$ cat config.mk
export PLATFORM = sky130hd
export DESIGN_NAME = one_wire_temperature_reader
export DESIGN_NICKNAME = d
export VERILOG_FILES = /design/src/hdl/owtr_pkg.sv /design/src/hdl/one_wire_temperature_reader.sv /design/src/hdl/owtr_cfg.sv /design/src/hdl/owtr_seq.sv
export SDC_FILE = /design/constraint.sdc
export NUM_CORES = 1
export LEC_CHECK = 0
export BUFFER_PORTS_ARGS = -buffer_cell sky130_fd_sc_hd__buf_4
export CELL_PAD_IN_SITES_DETAIL_PLACEMENT = 1
export CELL_PAD_IN_SITES_GLOBAL_PLACEMENT = 1
export CORE_ASPECT_RATIO = 1.4
export CORE_MARGIN = 2
export CORE_UTILIZATION = 46
export DETAILED_ROUTE_END_ITERATION = 6
export HOLD_SLACK_MARGIN = 0.05
export PLACE_DENSITY_LB_ADDON = 0.1
export REMOVE_ABC_BUFFERS = 1
export SYNTH_ARGS = -nofsm -noshare
export SYNTH_HDL_FRONTEND = slang
export SYNTH_SLANG_ARGS = --single-unit
$ cat constraint.sdc
create_clock -name i_clk -period 6.6 [get_ports i_clk]
set_clock_uncertainty 0.2 [all_clocks]
set_input_delay 1.32 -clock i_clk [delete_from_list [all_inputs] [get_ports i_clk]]
set_output_delay 1.32 -clock i_clk [all_outputs]
set_load 0.01 [all_outputs]
$ cat src/hdl/owtr_pkg.sv
`timescale 1ns / 1ps

package owtr_pkg;

    // Sequencer phases, one-hot.
    typedef enum logic [12:0] {
        PH_IDLE = 13'b0_0000_0000_0001,
        PH_R1L  = 13'b0_0000_0000_0010,
        PH_R1W  = 13'b0_0000_0000_0100,
        PH_WL   = 13'b0_0000_0000_1000,
        PH_WR   = 13'b0_0000_0001_0000,
        PH_WG   = 13'b0_0000_0010_0000,
        PH_CONV = 13'b0_0000_0100_0000,
        PH_R2L  = 13'b0_0000_1000_0000,
        PH_R2W  = 13'b0_0001_0000_0000,
        PH_RL   = 13'b0_0010_0000_0000,
        PH_RS   = 13'b0_0100_0000_0000,
        PH_RR   = 13'b0_1000_0000_0000,
        PH_RG   = 13'b1_0000_0000_0000
    } t_phase;

    // Configuration register indexes.
    localparam logic [2:0] CFG_RESET_LOW      = 3'd0;
    localparam logic [2:0] CFG_PRESENCE       = 3'd1;
    localparam logic [2:0] CFG_WRITE_ONE_LOW  = 3'd2;
    localparam logic [2:0] CFG_WRITE_ZERO_LOW = 3'd3;
    localparam logic [2:0] CFG_WRITE_RECOVERY = 3'd4;
    localparam logic [2:0] CFG_READ_SAMPLE    = 3'd5;
    localparam logic [2:0] CFG_READ_RECOVERY  = 3'd6;
    localparam logic [2:0] CFG_CONV_WAIT      = 3'd7;

    localparam int CFG_ADDR_W = 3;
    localparam int CFG_DATA_W = 20;
    localparam int TICK_W     = 20;

    // Register values after reset.
    localparam logic [11:0] DEF_RESET_LOW      = 12'd480;
    localparam logic [11:0] DEF_PRESENCE       = 12'd75;
    localparam logic [7:0]  DEF_WRITE_ONE_LOW  = 8'd6;
    localparam logic [7:0]  DEF_WRITE_ZERO_LOW = 8'd60;
    localparam logic [7:0]  DEF_WRITE_RECOVERY = 8'd69;
    localparam logic [7:0]  DEF_READ_SAMPLE    = 8'd20;
    localparam logic [7:0]  DEF_READ_RECOVERY  = 8'd45;
    localparam logic [19:0] DEF_CONV_WAIT      = 20'd750000;

    // Bus commands and protocol constants.
    localparam logic [7:0]  CMD_SKIP    = 8'hCC;
    localparam logic [7:0]  CMD_CONVERT = 8'h44;
    localparam logic [7:0]  CMD_READ    = 8'hBE;
    localparam logic [7:0]  CRC_POLY    = 8'h8C;
    localparam logic [19:0] GAP_TICKS   = 20'd105;
    localparam logic [3:0]  READ_BYTES  = 4'd9;
    localparam logic [3:0]  CRC_BYTES   = 4'd8;

    typedef struct packed {
        logic [11:0] reset_low;
        logic [11:0] presence;
        logic [7:0]  write_one_low;
        logic [7:0]  write_zero_low;
        logic [7:0]  write_recovery;
        logic [7:0]  read_sample;
        logic [7:0]  read_recovery;
        logic [19:0] conv_wait;
    } t_cfg;

    typedef struct packed {
        logic               drive_low;
        logic               busy_res;
        logic               done_res;
        logic               device_present;
        logic               crc_good;
        logic signed [15:0] temperature_raw;
        logic [7:0]         crc_computed;
        logic [7:0]         crc_received;
    } t_result;

    // Reflected CRC-8 of one byte, least significant bit first.
    function automatic logic [7:0] crc_byte(input logic [7:0] crc_in, input logic [7:0] data);
        logic [7:0] crc;
        logic [7:0] d;
        logic       mix;
        crc = crc_in;
        d   = data;
        for (int i = 0; i < 8; i++) begin
            mix = crc[0] ^ d[0];
            crc = crc >> 1;
            if (mix) begin
                crc = crc ^ CRC_POLY;
            end
            d = d >> 1;
        end
        return crc;
    endfunction

endpackage

$ cat src/hdl/one_wire_temperature_reader.sv
`timescale 1ns / 1ps

// One-wire temperature reader: a 1-Wire bus master with a CRC-8 check.
// Items arrive on the slave stream. tuser carries the action: 0 is a
// one-microsecond tick, 1 starts a reading (a start while busy is ignored).
// tdata bit 0 carries the sampled bus level. Each beat in produces exactly one
// result beat on the master stream; the result says whether to pull the line
// low for this tick, whether a reading is still running, whether this beat
// ended it, and the presence, CRC and temperature registers as they stand.
// Timing of the reset pulse, presence sample, write and read slots and the
// conversion wait come from eight registers on the plain write port; they are
// to be written only while the block is idle.
// Throughput is one item per clock cycle while the receiver keeps tready high.
// An item passes through an input register and then a single pass of
// sequencer logic into the output register, from which its result is
// offered on the master stream.
// When the receiver holds tready low, the output register keeps its result,
// the input register can take one more beat, and then tready on the slave
// side falls until the result is taken.
// Reset (synchronous, active low) returns the sequencer to idle, clears the
// result fields and loads the default timing registers.
module one_wire_temperature_reader (
    input  logic        i_clk,
    input  logic        i_rst_n,
    // Slave stream.
    input  logic        s_axis_tvalid,
    output logic        s_axis_tready,
    input  logic [7:0]  s_axis_tdata,   // [0] bus_level, [7:1] zero
    input  logic        s_axis_tuser,   // [0] action
    // Master stream.
    output logic        m_axis_tvalid,
    input  logic        m_axis_tready,
    // [0] drive_low, [1] busy_res, [2] done_res, [3] device_present,
    // [4] crc_good, [20:5] temperature_raw, [28:21] crc_computed,
    // [36:29] crc_received, [39:37] zero
    output logic [39:0] m_axis_tdata,
    // Configuration write port.
    input  logic        i_cfg_we,
    input  logic [2:0]  i_cfg_addr,
    input  logic [19:0] i_cfg_wdata
);
    import owtr_pkg::*;

    t_cfg    cfg;
    t_result result;

    logic    r_in_valid;
    logic    r_in_action;
    logic    r_in_level;
    logic    r_out_valid;
    t_result r_out;

    logic    in_accept;
    logic    out_free;
    logic    fire;

    // The sequencer works on the held beat whenever the output register can
    // take its result.
    assign out_free      = !r_out_valid || m_axis_tready;
    assign fire          = r_in_valid && out_free;
    assign s_axis_tready = !r_in_valid || out_free;
    assign in_accept     = s_axis_tvalid && s_axis_tready;

    owtr_cfg u_cfg (
        .i_clk       (i_clk),
        .i_rst_n     (i_rst_n),
        .i_cfg_we    (i_cfg_we),
        .i_cfg_addr  (i_cfg_addr),
        .i_cfg_wdata (i_cfg_wdata),
        .o_cfg       (cfg)
    );

    owtr_seq u_seq (
        .i_clk    (i_clk),
        .i_rst_n  (i_rst_n),
        .i_fire   (fire),
        .i_action (r_in_action),
        .i_level  (r_in_level),
        .i_cfg    (cfg),
        .o_result (result)
    );

    // Input register.
    always_ff @(posedge i_clk) begin
        if (!i_rst_n) begin
            r_in_valid <= 1'b0;
        end else if (in_accept) begin
            r_in_valid <= 1'b1;
        end else if (fire) begin
            r_in_valid <= 1'b0;
        end
    end

    always_ff @(posedge i_clk) begin
        if (in_accept) begin
            r_in_action <= s_axis_tuser;
            r_in_level  <= s_axis_tdata[0];
        end
    end

    // Output register.
    always_ff @(posedge i_clk) begin
        if (!i_rst_n) begin
            r_out_valid <= 1'b0;
        end else if (fire) begin
            r_out_valid <= 1'b1;
        end else if (m_axis_tready) begin
            r_out_valid <= 1'b0;
        end
    end

    always_ff @(posedge i_clk) begin
        if (fire) begin
            r_out <= result;
        end
    end

    assign m_axis_tvalid = r_out_valid;
    assign m_axis_tdata  = {3'b000,
                            r_out.crc_received,
                            r_out.crc_computed,
                            r_out.temperature_raw,
                            r_out.crc_good,
                            r_out.device_present,
                            r_out.done_res,
                            r_out.busy_res,
                            r_out.drive_low};

    // A finished reading never reports itself as still running.
    a_done_not_busy : assert property (@(posedge i_clk) disable iff (!i_rst_n)
        r_out_valid |-> !(r_out.done_res && r_out.busy_res))
        else $error("result marks done while still busy");

    // A reading that found no device ends with empty data fields.
    a_absent_empty : assert property (@(posedge i_clk) disable iff (!i_rst_n)
        (r_out_valid && r_out.done_res && !r_out.device_present) |->
        (r_out.temperature_raw == 16'sd0 && r_out.crc_computed == 8'd0
         && r_out.crc_received == 8'd0))
        else $error("absent device left data in the result");

    // Every processed beat lands in the output register.
    a_fire_out : assert property (@(posedge i_clk) disable iff (!i_rst_n)
        fire |=> r_out_valid)
        else $error("processed beat produced no result");

    // Nothing is held in either register right after reset.
    a_reset_empty : assert property (@(posedge i_clk)
        !i_rst_n |=> (!r_out_valid && !r_in_valid))
        else $error("pipeline not empty after reset");

endmodule

$ cat src/hdl/owtr_cfg.sv
`timescale 1ns / 1ps

module owtr_cfg (
    input  logic                                  i_clk,
    input  logic                                  i_rst_n,
    input  logic                                  i_cfg_we,
    input  logic [owtr_pkg::CFG_ADDR_W-1:0]       i_cfg_addr,
    input  logic [owtr_pkg::CFG_DATA_W-1:0]       i_cfg_wdata,
    output owtr_pkg::t_cfg                        o_cfg
);
    import owtr_pkg::*;

    t_cfg r_cfg;

    always_ff @(posedge i_clk) begin
        if (!i_rst_n) begin
            r_cfg.reset_low      <= DEF_RESET_LOW;
            r_cfg.presence       <= DEF_PRESENCE;
            r_cfg.write_one_low  <= DEF_WRITE_ONE_LOW;
            r_cfg.write_zero_low <= DEF_WRITE_ZERO_LOW;
            r_cfg.write_recovery <= DEF_WRITE_RECOVERY;
            r_cfg.read_sample    <= DEF_READ_SAMPLE;
            r_cfg.read_recovery  <= DEF_READ_RECOVERY;
            r_cfg.conv_wait      <= DEF_CONV_WAIT;
        end else if (i_cfg_we) begin
            case (i_cfg_addr)
                CFG_RESET_LOW:      r_cfg.reset_low      <= i_cfg_wdata[11:0];
                CFG_PRESENCE:       r_cfg.presence       <= i_cfg_wdata[11:0];
                CFG_WRITE_ONE_LOW:  r_cfg.write_one_low  <= i_cfg_wdata[7:0];
                CFG_WRITE_ZERO_LOW: r_cfg.write_zero_low <= i_cfg_wdata[7:0];
                CFG_WRITE_RECOVERY: r_cfg.write_recovery <= i_cfg_wdata[7:0];
                CFG_READ_SAMPLE:    r_cfg.read_sample    <= i_cfg_wdata[7:0];
                CFG_READ_RECOVERY:  r_cfg.read_recovery  <= i_cfg_wdata[7:0];
                CFG_CONV_WAIT:      r_cfg.conv_wait      <= i_cfg_wdata[19:0];
                default:            r_cfg.conv_wait      <= r_cfg.conv_wait;
            endcase
        end
    end

    assign o_cfg = r_cfg;

endmodule

$ cat src/hdl/owtr_seq.sv
`timescale 1ns / 1ps

module owtr_seq (
    input  logic              i_clk,
    input  logic              i_rst_n,
    input  logic              i_fire,
    input  logic              i_action,
    input  logic              i_level,
    input  owtr_pkg::t_cfg    i_cfg,
    output owtr_pkg::t_result o_result
);
    import owtr_pkg::*;

    t_phase             r_phase,    n_phase;
    logic [TICK_W-1:0]  r_tick,     n_tick;
    logic [2:0]         r_bit,      n_bit;
    logic [3:0]         r_byte,     n_byte;
    logic [7:0]         r_shift,    n_shift;
    logic [7:0]         r_crc,      n_crc;
    logic [15:0]        r_temp,     n_temp;
    logic [7:0]         r_rx_check, n_rx_check;
    logic               r_present,  n_present;
    logic               r_match,    n_match;

    logic [TICK_W-1:0]  len_raw;
    logic [TICK_W-1:0]  len;
    logic [TICK_W-1:0]  cnt;
    logic [2:0]         bit_next;
    logic [3:0]         byte_next;
    logic               drive;
    logic               done;

    // Line is pulled low in the reset pulses and in the low part of each slot.
    function automatic logic drives_low(input t_phase ph);
        return (ph == PH_R1L) || (ph == PH_R2L) || (ph == PH_WL) || (ph == PH_RL);
    endfunction

    always_comb begin
        case (r_phase)
            PH_R1L, PH_R2L: len_raw = {8'd0, i_cfg.reset_low};
            PH_R1W, PH_R2W: len_raw = {8'd0, i_cfg.presence};
            PH_WL:   len_raw = {12'd0, r_shift[0] ? i_cfg.write_one_low
                                                  : i_cfg.write_zero_low};
            PH_WR:   len_raw = {12'd0, i_cfg.write_recovery};
            PH_CONV: len_raw = i_cfg.conv_wait;
            PH_RS:   len_raw = {12'd0, i_cfg.read_sample};
            PH_RR:   len_raw = {12'd0, i_cfg.read_recovery};
            PH_WG, PH_RG: len_raw = GAP_TICKS;
            default: len_raw = TICK_W'(1);
        endcase
        // A zero-length phase still lasts one tick.
        len = (len_raw == '0) ? TICK_W'(1) : len_raw;
    end

    always_comb begin
        n_phase    = r_phase;
        n_tick     = r_tick;
        n_bit      = r_bit;
        n_byte     = r_byte;
        n_shift    = r_shift;
        n_crc      = r_crc;
        n_temp     = r_temp;
        n_rx_check = r_rx_check;
        n_present  = r_present;
        n_match    = r_match;
        done       = 1'b0;
        drive      = drives_low(r_phase);
        cnt        = r_tick + TICK_W'(1);
        bit_next   = r_bit + 3'd1;
        byte_next  = r_byte + 4'd1;

        if (i_action) begin
            if (r_phase == PH_IDLE) begin
                n_phase    = PH_R1L;
                n_tick     = '0;
                n_bit      = '0;
                n_byte     = '0;
                n_shift    = '0;
                n_crc      = '0;
                n_temp     = '0;
                n_rx_check = '0;
                n_present  = 1'b0;
                n_match    = 1'b0;
                drive      = 1'b1;
            end
        end else if (r_phase != PH_IDLE) begin
            if (cnt >= len) begin
                n_tick = '0;
                case (r_phase)
                    PH_R1L: n_phase = PH_R1W;
                    PH_R2L: n_phase = PH_R2W;
                    PH_R1W: begin
                        n_present = !i_level;
                        if (i_level) begin
                            n_phase = PH_IDLE;
                            done    = 1'b1;
                        end else begin
                            n_byte  = 4'd0;
                            n_shift = CMD_SKIP;
                            n_bit   = 3'd0;
                            n_phase = PH_WL;
                        end
                    end
                    PH_R2W: begin
                        n_byte  = 4'd2;
                        n_shift = CMD_SKIP;
                        n_bit   = 3'd0;
                        n_phase = PH_WL;
                    end
                    PH_WL: n_phase = PH_WR;
                    PH_WR: begin
                        n_shift = r_shift >> 1;
                        n_bit   = bit_next;
                        n_phase = (bit_next == 3'd0) ? PH_WG : PH_WL;
                    end
                    PH_WG: begin
                        n_byte = byte_next;
                        if (byte_next == 4'd1) begin
                            n_shift = CMD_CONVERT;
                            n_bit   = 3'd0;
                            n_phase = PH_WL;
                        end else if (byte_next == 4'd2) begin
                            n_phase = PH_CONV;
                        end else if (byte_next == 4'd3) begin
                            n_shift = CMD_READ;
                            n_bit   = 3'd0;
                            n_phase = PH_WL;
                        end else begin
                            n_byte  = 4'd0;
                            n_bit   = 3'd0;
                            n_shift = 8'd0;
                            n_crc   = 8'd0;
                            n_phase = PH_RL;
                        end
                    end
                    PH_CONV: n_phase = PH_R2L;
                    PH_RL:   n_phase = PH_RS;
                    PH_RS: begin
                        n_shift = {i_level, r_shift[7:1]};
                        n_phase = PH_RR;
                    end
                    PH_RR: begin
                        n_bit = bit_next;
                        if (bit_next != 3'd0) begin
                            n_phase = PH_RL;
                        end else begin
                            if (r_byte < CRC_BYTES) begin
                                n_crc = crc_byte(r_crc, r_shift);
                            end
                            if (r_byte == 4'd0) begin
                                n_temp[7:0] = r_shift;
                            end else if (r_byte == 4'd1) begin
                                n_temp[15:8] = r_shift;
                            end else if (r_byte == CRC_BYTES) begin
                                n_rx_check = r_shift;
                                n_match    = (r_crc == r_shift);
                            end
                            n_phase = PH_RG;
                        end
                    end
                    PH_RG: begin
                        n_byte = byte_next;
                        if (byte_next >= READ_BYTES) begin
                            n_phase = PH_IDLE;
                            done    = 1'b1;
                        end else begin
                            n_shift = 8'd0;
                            n_phase = PH_RL;
                        end
                    end
                    default: n_phase = PH_IDLE;
                endcase
            end else begin
                n_tick = cnt;
            end
        end
    end

    always_ff @(posedge i_clk) begin
        if (!i_rst_n) begin
            r_phase    <= PH_IDLE;
            r_tick     <= '0;
            r_bit      <= '0;
            r_byte     <= '0;
            r_shift    <= '0;
            r_crc      <= '0;
            r_temp     <= '0;
            r_rx_check <= '0;
            r_present  <= 1'b0;
            r_match    <= 1'b0;
        end else if (i_fire) begin
            r_phase    <= n_phase;
            r_tick     <= n_tick;
            r_bit      <= n_bit;
            r_byte     <= n_byte;
            r_shift    <= n_shift;
            r_crc      <= n_crc;
            r_temp     <= n_temp;
            r_rx_check <= n_rx_check;
            r_present  <= n_present;
            r_match    <= n_match;
        end
    end

    always_comb begin
        o_result.drive_low       = drive;
        o_result.busy_res        = (n_phase != PH_IDLE);
        o_result.done_res        = done;
        o_result.device_present  = n_present;
        o_result.crc_good        = n_match;
        o_result.temperature_raw = n_temp;
        o_result.crc_computed    = n_crc;
        o_result.crc_received    = n_rx_check;
    end

endmodule

==> impl_results.rst <==
.. list-table::
   :header-rows: 1

   * - Metric
     - Value
   * - Total negative slack for setup checks
     - 0 ns
   * - Slew HR
     - 21.5%
   * - IO buf count
     - 68
   * - Worst min-delay path class
     - register to register
   * - Final routed DRC violation total
     - 0
   * - Half-perimeter wire length of the detailed placement result
     - 25700 microns
   * - Buffers and inverters on the worst path
     - 1
   * - Pwr Density
     - 224 nW/um^2
   * - Avg Synthesized Cell Area
     - 8.19 sq um
   * - Distinct cell type count of the synthesized netlist
     - 83
   * - Count of inserted antenna diode cells
     - 0
   * - Vias in the first global route
     - 11025
   * - Share of flip-flops with an asynchronous set or reset
     - 0%
   * - CTS tree
     - yes
   * - Per-cell via count in the routed design
     - 6.12
   * - Sequential share of the synthesized area
     - 40.1%
   * - Worst slack, placed
     - 0.553 ns
   * - Initial antenna violation count
     - 0
   * - Fin crit period
     - 6.14 ns
   * - Number of instances in the synthesized netlist
     - 1381
   * - IO Pins
     - 79
   * - Cell Chain, Critical Path
     - nor4_1, nand4_1, nand2b_1, nor4_1, nand2_1, o2111ai_1, nand2b_1, ha_1, nand2b_1, a2111oi_0, o21ai_0, o21ai_2, buf_4, o31ai_1, a21oi_1, o32ai_1
   * - Result of the run
     - complete, no violations
   * - First DRT Iteration DRCs
     - roughly 440
   * - Critical Path Slowest Stage Cell
     - nor4_1
   * - Main flop type after synthesis
     - dfxtp_1
   * - Total number of yosys warnings
     - 0
   * - Source of the worst register-to-register timing path
     - u_seq.r_phase[8]$_SDFFE_PN0P_
   * - CP peak stage delay
     - between 0.9 and 1 ns
   * - Number of synthesized register bits
     - 207
   * - Required time at the worst-slack endpoint
     - around 6.7 ns
   * - Startpoint of the lowest-slack hold path
     - u_cfg.o_cfg[55]$_SDFFE_PN0P_
   * - Buffer count from post-CTS setup fixing
     - 0
   * - Count of max-cap constraint violations
     - 0
   * - Type of destination of the critical path
     - register
   * - Flip-flop and latch area
     - 4530 sq um
   * - Clk root buf
     - clkbuf_16
   * - CTS max path bufs
     - 3
   * - Antenna Nets Post-Route
     - 0
   * - Fraction of layout instances using a drive strength above 1
     - 12.3%
   * - Hold bufs inserted after CTS
     - 0
   * - Relative area change from synthesis to final layout
     - 12.4%
   * - Core area
     - 24100 sq um
   * - Number of cell rows
     - between 60 and 70
   * - Number of search-and-repair iterations in the first detailed-routing pass
     - 5
   * - Floorplan die width
     - 136 microns
   * - Clk pin slew, worst setup/hold paths
     - 0.06 ns
   * - RePlAce Congestion
     - 0.920
   * - Count of flip-flops with a built-in enable after synthesis
     - 39
   * - Final #Nets
     - approximately 1500
   * - Clock sinks
     - roughly 210
   * - Number of instances resized during post-cts repair
     - 0
   * - Category of the most critical setup path
     - register to register
   * - Wire per inst
     - 21.1 microns
   * - Fmax
     - 0.163 GHz
   * - Initial Util
     - 47.0%
   * - Total Routed Length
     - between 30000 and 40000 microns
   * - Arrival time at the worst endpoint
     - slightly above 6 ns
   * - Worst slew pin tran
     - 1.17 ns
   * - Via Count
     - 10566
   * - Die Height
     - between 150 and 200 microns
   * - Worst-case reg-to-reg path depth
     - 16
   * - IR drop worst, VDD
     - 0.000239 V
   * - Wire length of the first global-routing pass
     - 58400 microns
   * - Largest fanout on the critical path
     - 14
   * - Period Utilization, post-route
     - 93.0%
   * - Total CTS buffers
     - 23
   * - Multi-input gate area
     - 6170 sq um
   * - Critical path startpoint category
     - register
   * - Clock latency on the worst-skew pair
     - approximately 0.53 ns
   * - Post-route setup slack
     - roughly 0.46 ns
   * - CTS H-tree depth
     - 1
   * - Grt ovf
     - 0
   * - Slew Viols, Final
     - 0
   * - Terminating pin of the worst hold path
     - u_cfg.o_cfg[55]$_SDFFE_PN0P_
   * - Number of cells traversed by the worst hold path
     - 2
   * - R2R Setup Slk
     - 0.46 ns
   * - Most prevalent standard cell on the critical path
     - nand2b_1
   * - Fin. Hold Viols
     - 0
   * - Total die area
     - 25900 sq um
   * - Post-layout total power
     - 2850 uW
   * - Total Routing Usage GR
     - 28.3%
   * - Cell Area, Synth
     - 11300 sq um
   * - Count of filler cells inserted in the layout
     - between 2000 and 3000
   * - Total setup violations reported at the end of the flow
     - 0
   * - Largest net degree at the start of global routing
     - 65
   * - Leak pwr
     - 0.00463 uW
   * - Capturing point of the worst reg2reg path
     - m_axis_tdata[27]$_DFFE_PP_
   * - Setup repair after global routing missed its margin
     - no
   * - Kind of cell adding the most delay to the critical path
     - compound AO/OA/AOI/OAI gates
[per-stage QoR]
step	instances	hold slack [ns]	utilization [%]	instance area [sq um]
floorplan	1274	0.230	-	10800
global placement	1686	0.239	49.8	12000
detailed placement	1686	0.247	49.8	12000
CTS	1727	0.256	52.8	12700
global route	1727	0.279	52.8	12700
finish	1727	0.253	52.8	12700
[cells by family (layout without fill, tap and decap cells)]
| group | count (synthesis) | after routing | synth area share [%] |
|---|---|---|---|
| adder cells (fa/ha/maj) | 31 | 31 | 3.43 |
| other | 1 | 3 | 0.0332 |
| flip-flops | 207 | 207 | 40.1 |
| multiplexers | 22 | 22 | 2.04 |
| buffers and inverters | 140 | 174 | 5.49 |
| AND/OR/NAND/NOR | 626 | 626 | 27.2 |
| AO/OA/AOI/OAI | 312 | 312 | 18.3 |
| XOR/XNOR | 42 | 42 | 3.39 |
[placed cells by master (no fill, tap or decap), drive strengths merged, types with 8 or more instances in the layout]
cell,Yosys,final
a21oi,101,101
ha,31,31
nor2b,11,11
xor2,22,22
a22o,16,16
nand2b,12,12
a22oi,9,9
a32oi,9,9
clkbuf,69,27
nand4,28,28
o22ai,9,9
a31o,9,9
nor2,68,68
edfxtp,39,39
nand2,278,278
o211ai,18,18
nor3,31,31
nor4,18,18
xnor2,19,19
mux2,8,8
o21ai,56,56
and4,11,11
mux2i,14,14
o31ai,8,8
clkinv,1,10
buf,40,102
nand3,115,115
inv,30,32
dfxtp,168,168
or3,10,10
[power by group]
part           internal, uW  leakage, uW  switching (uW)
Sequential             1320      0.00171            17.7
Combinational          77.6      0.00257             177
Clock                   726     0.000350             535
Total                  2120      0.00463             729
[registers in the layout, indices dropped and copies added, names as in the netlist, 3 cells and up]
register          flops
u_cfg.o_cfg          84
m_axis_tdata         37
u_seq.r_tick         20
u_seq.r_temp         16
u_seq.r_phase        13
u_seq.r_crc           8
u_seq.r_rx_check      8
u_seq.r_shift         8
u_seq.r_byte          4
u_seq.r_bit           3
[area by class of cell]
| class | instances | share of cell area (%) |
|---|---|---|
| multi-input combinational | 1036 | 48.5 |
| tap | 310 | 3.05 |
| timing repair buffer | 102 | 6.12 |
| inverter | 31 | 0.916 |
| clock buffer | 27 | 4.73 |
| clock inverter | 14 | 0.955 |
| sequential | 207 | 35.7 |
[worst min-delay path, delay by kind of cell, from the launching register on]
family / cells / cell delay [ns]
flip-flops: 1 / 0.30
AND/OR/NAND/NOR: 1 / 0.05
AO/OA/AOI/OAI: 1 / 0.05
[how the worst max path moves through the flow]
stage	endpoint	from	slack, ns	cells after the start
floorplan	u_seq.r_temp[10]$_SDFFE_PN0P_	u_seq.r_phase[1]$_SDFFE_PN0P_	1.16	15
global placement	m_axis_tdata[27]$_DFFE_PP_	u_seq.r_phase[8]$_SDFFE_PN0P_	0.66	16
detailed placement	m_axis_tdata[27]$_DFFE_PP_	u_seq.r_phase[8]$_SDFFE_PN0P_	0.55	16
CTS	m_axis_tdata[27]$_DFFE_PP_	u_seq.r_phase[8]$_SDFFE_PN0P_	0.55	16
global route	m_axis_tdata[1]$_DFFE_PP_	u_seq.r_phase[8]$_SDFFE_PN0P_	0.04	15
finish	m_axis_tdata[27]$_DFFE_PP_	u_seq.r_phase[8]$_SDFFE_PN0P_	0.46	16
[synth_stat cells (5+ instances only)]
master      n  area share (%)
buf_2      14            0.62
nand2b_1   12            0.66
a31o_2      9            0.70
and3_1      7            0.39
and4_1     11            0.85
a222oi_1    7            0.62
a32oi_1     9            0.70
nor2_1     67             2.2
dfxtp_1   168              30
nor4b_1     7            0.54
xnor2_1    19             1.5
or4_1       6            0.40
o31ai_1     8            0.53
nor3_1     28             1.2
and2_1      6            0.33
nand3_1   115             5.1
mux2_2      8            0.80
xor2_1     22             1.7
a31oi_1     7            0.39
o211ai_1   18             1.2
clkbuf_1   61             2.0
o32ai_1     6            0.46
edfxtp_1   39              10
ha_1       31             3.4
a22oi_1     9            0.60
or3_1      10            0.55
nand3b_1    5            0.33
nand4_1    28             1.5
o22ai_1     9            0.50
nand2_1   277             9.2
buf_4      10            0.66
a21o_1      7            0.46
inv_1      29            0.96
a211oi_1    7            0.46
mux2i_1    14             1.2
o21ai_0    55             2.4
o21a_1      7            0.46
nor2b_1    11            0.61
nor4_1     12            0.66
a22o_1     16             1.2
buf_1      12            0.40
clkbuf_2    8            0.35
a21oi_1   100             4.4
[layer usage]
layer | GRT usage (%) | part of all wire [%] | vias up
met5 | 0 | 0 | -
met4 | 13.1 | 4.6 | 0
met3 | 3.88 | 3.6 | 103
met2 | 51.8 | 52 | 247
met1 | 32.0 | 40 | 5195
li1 | - | - | 5021
(Power assumes the default switching activity.)
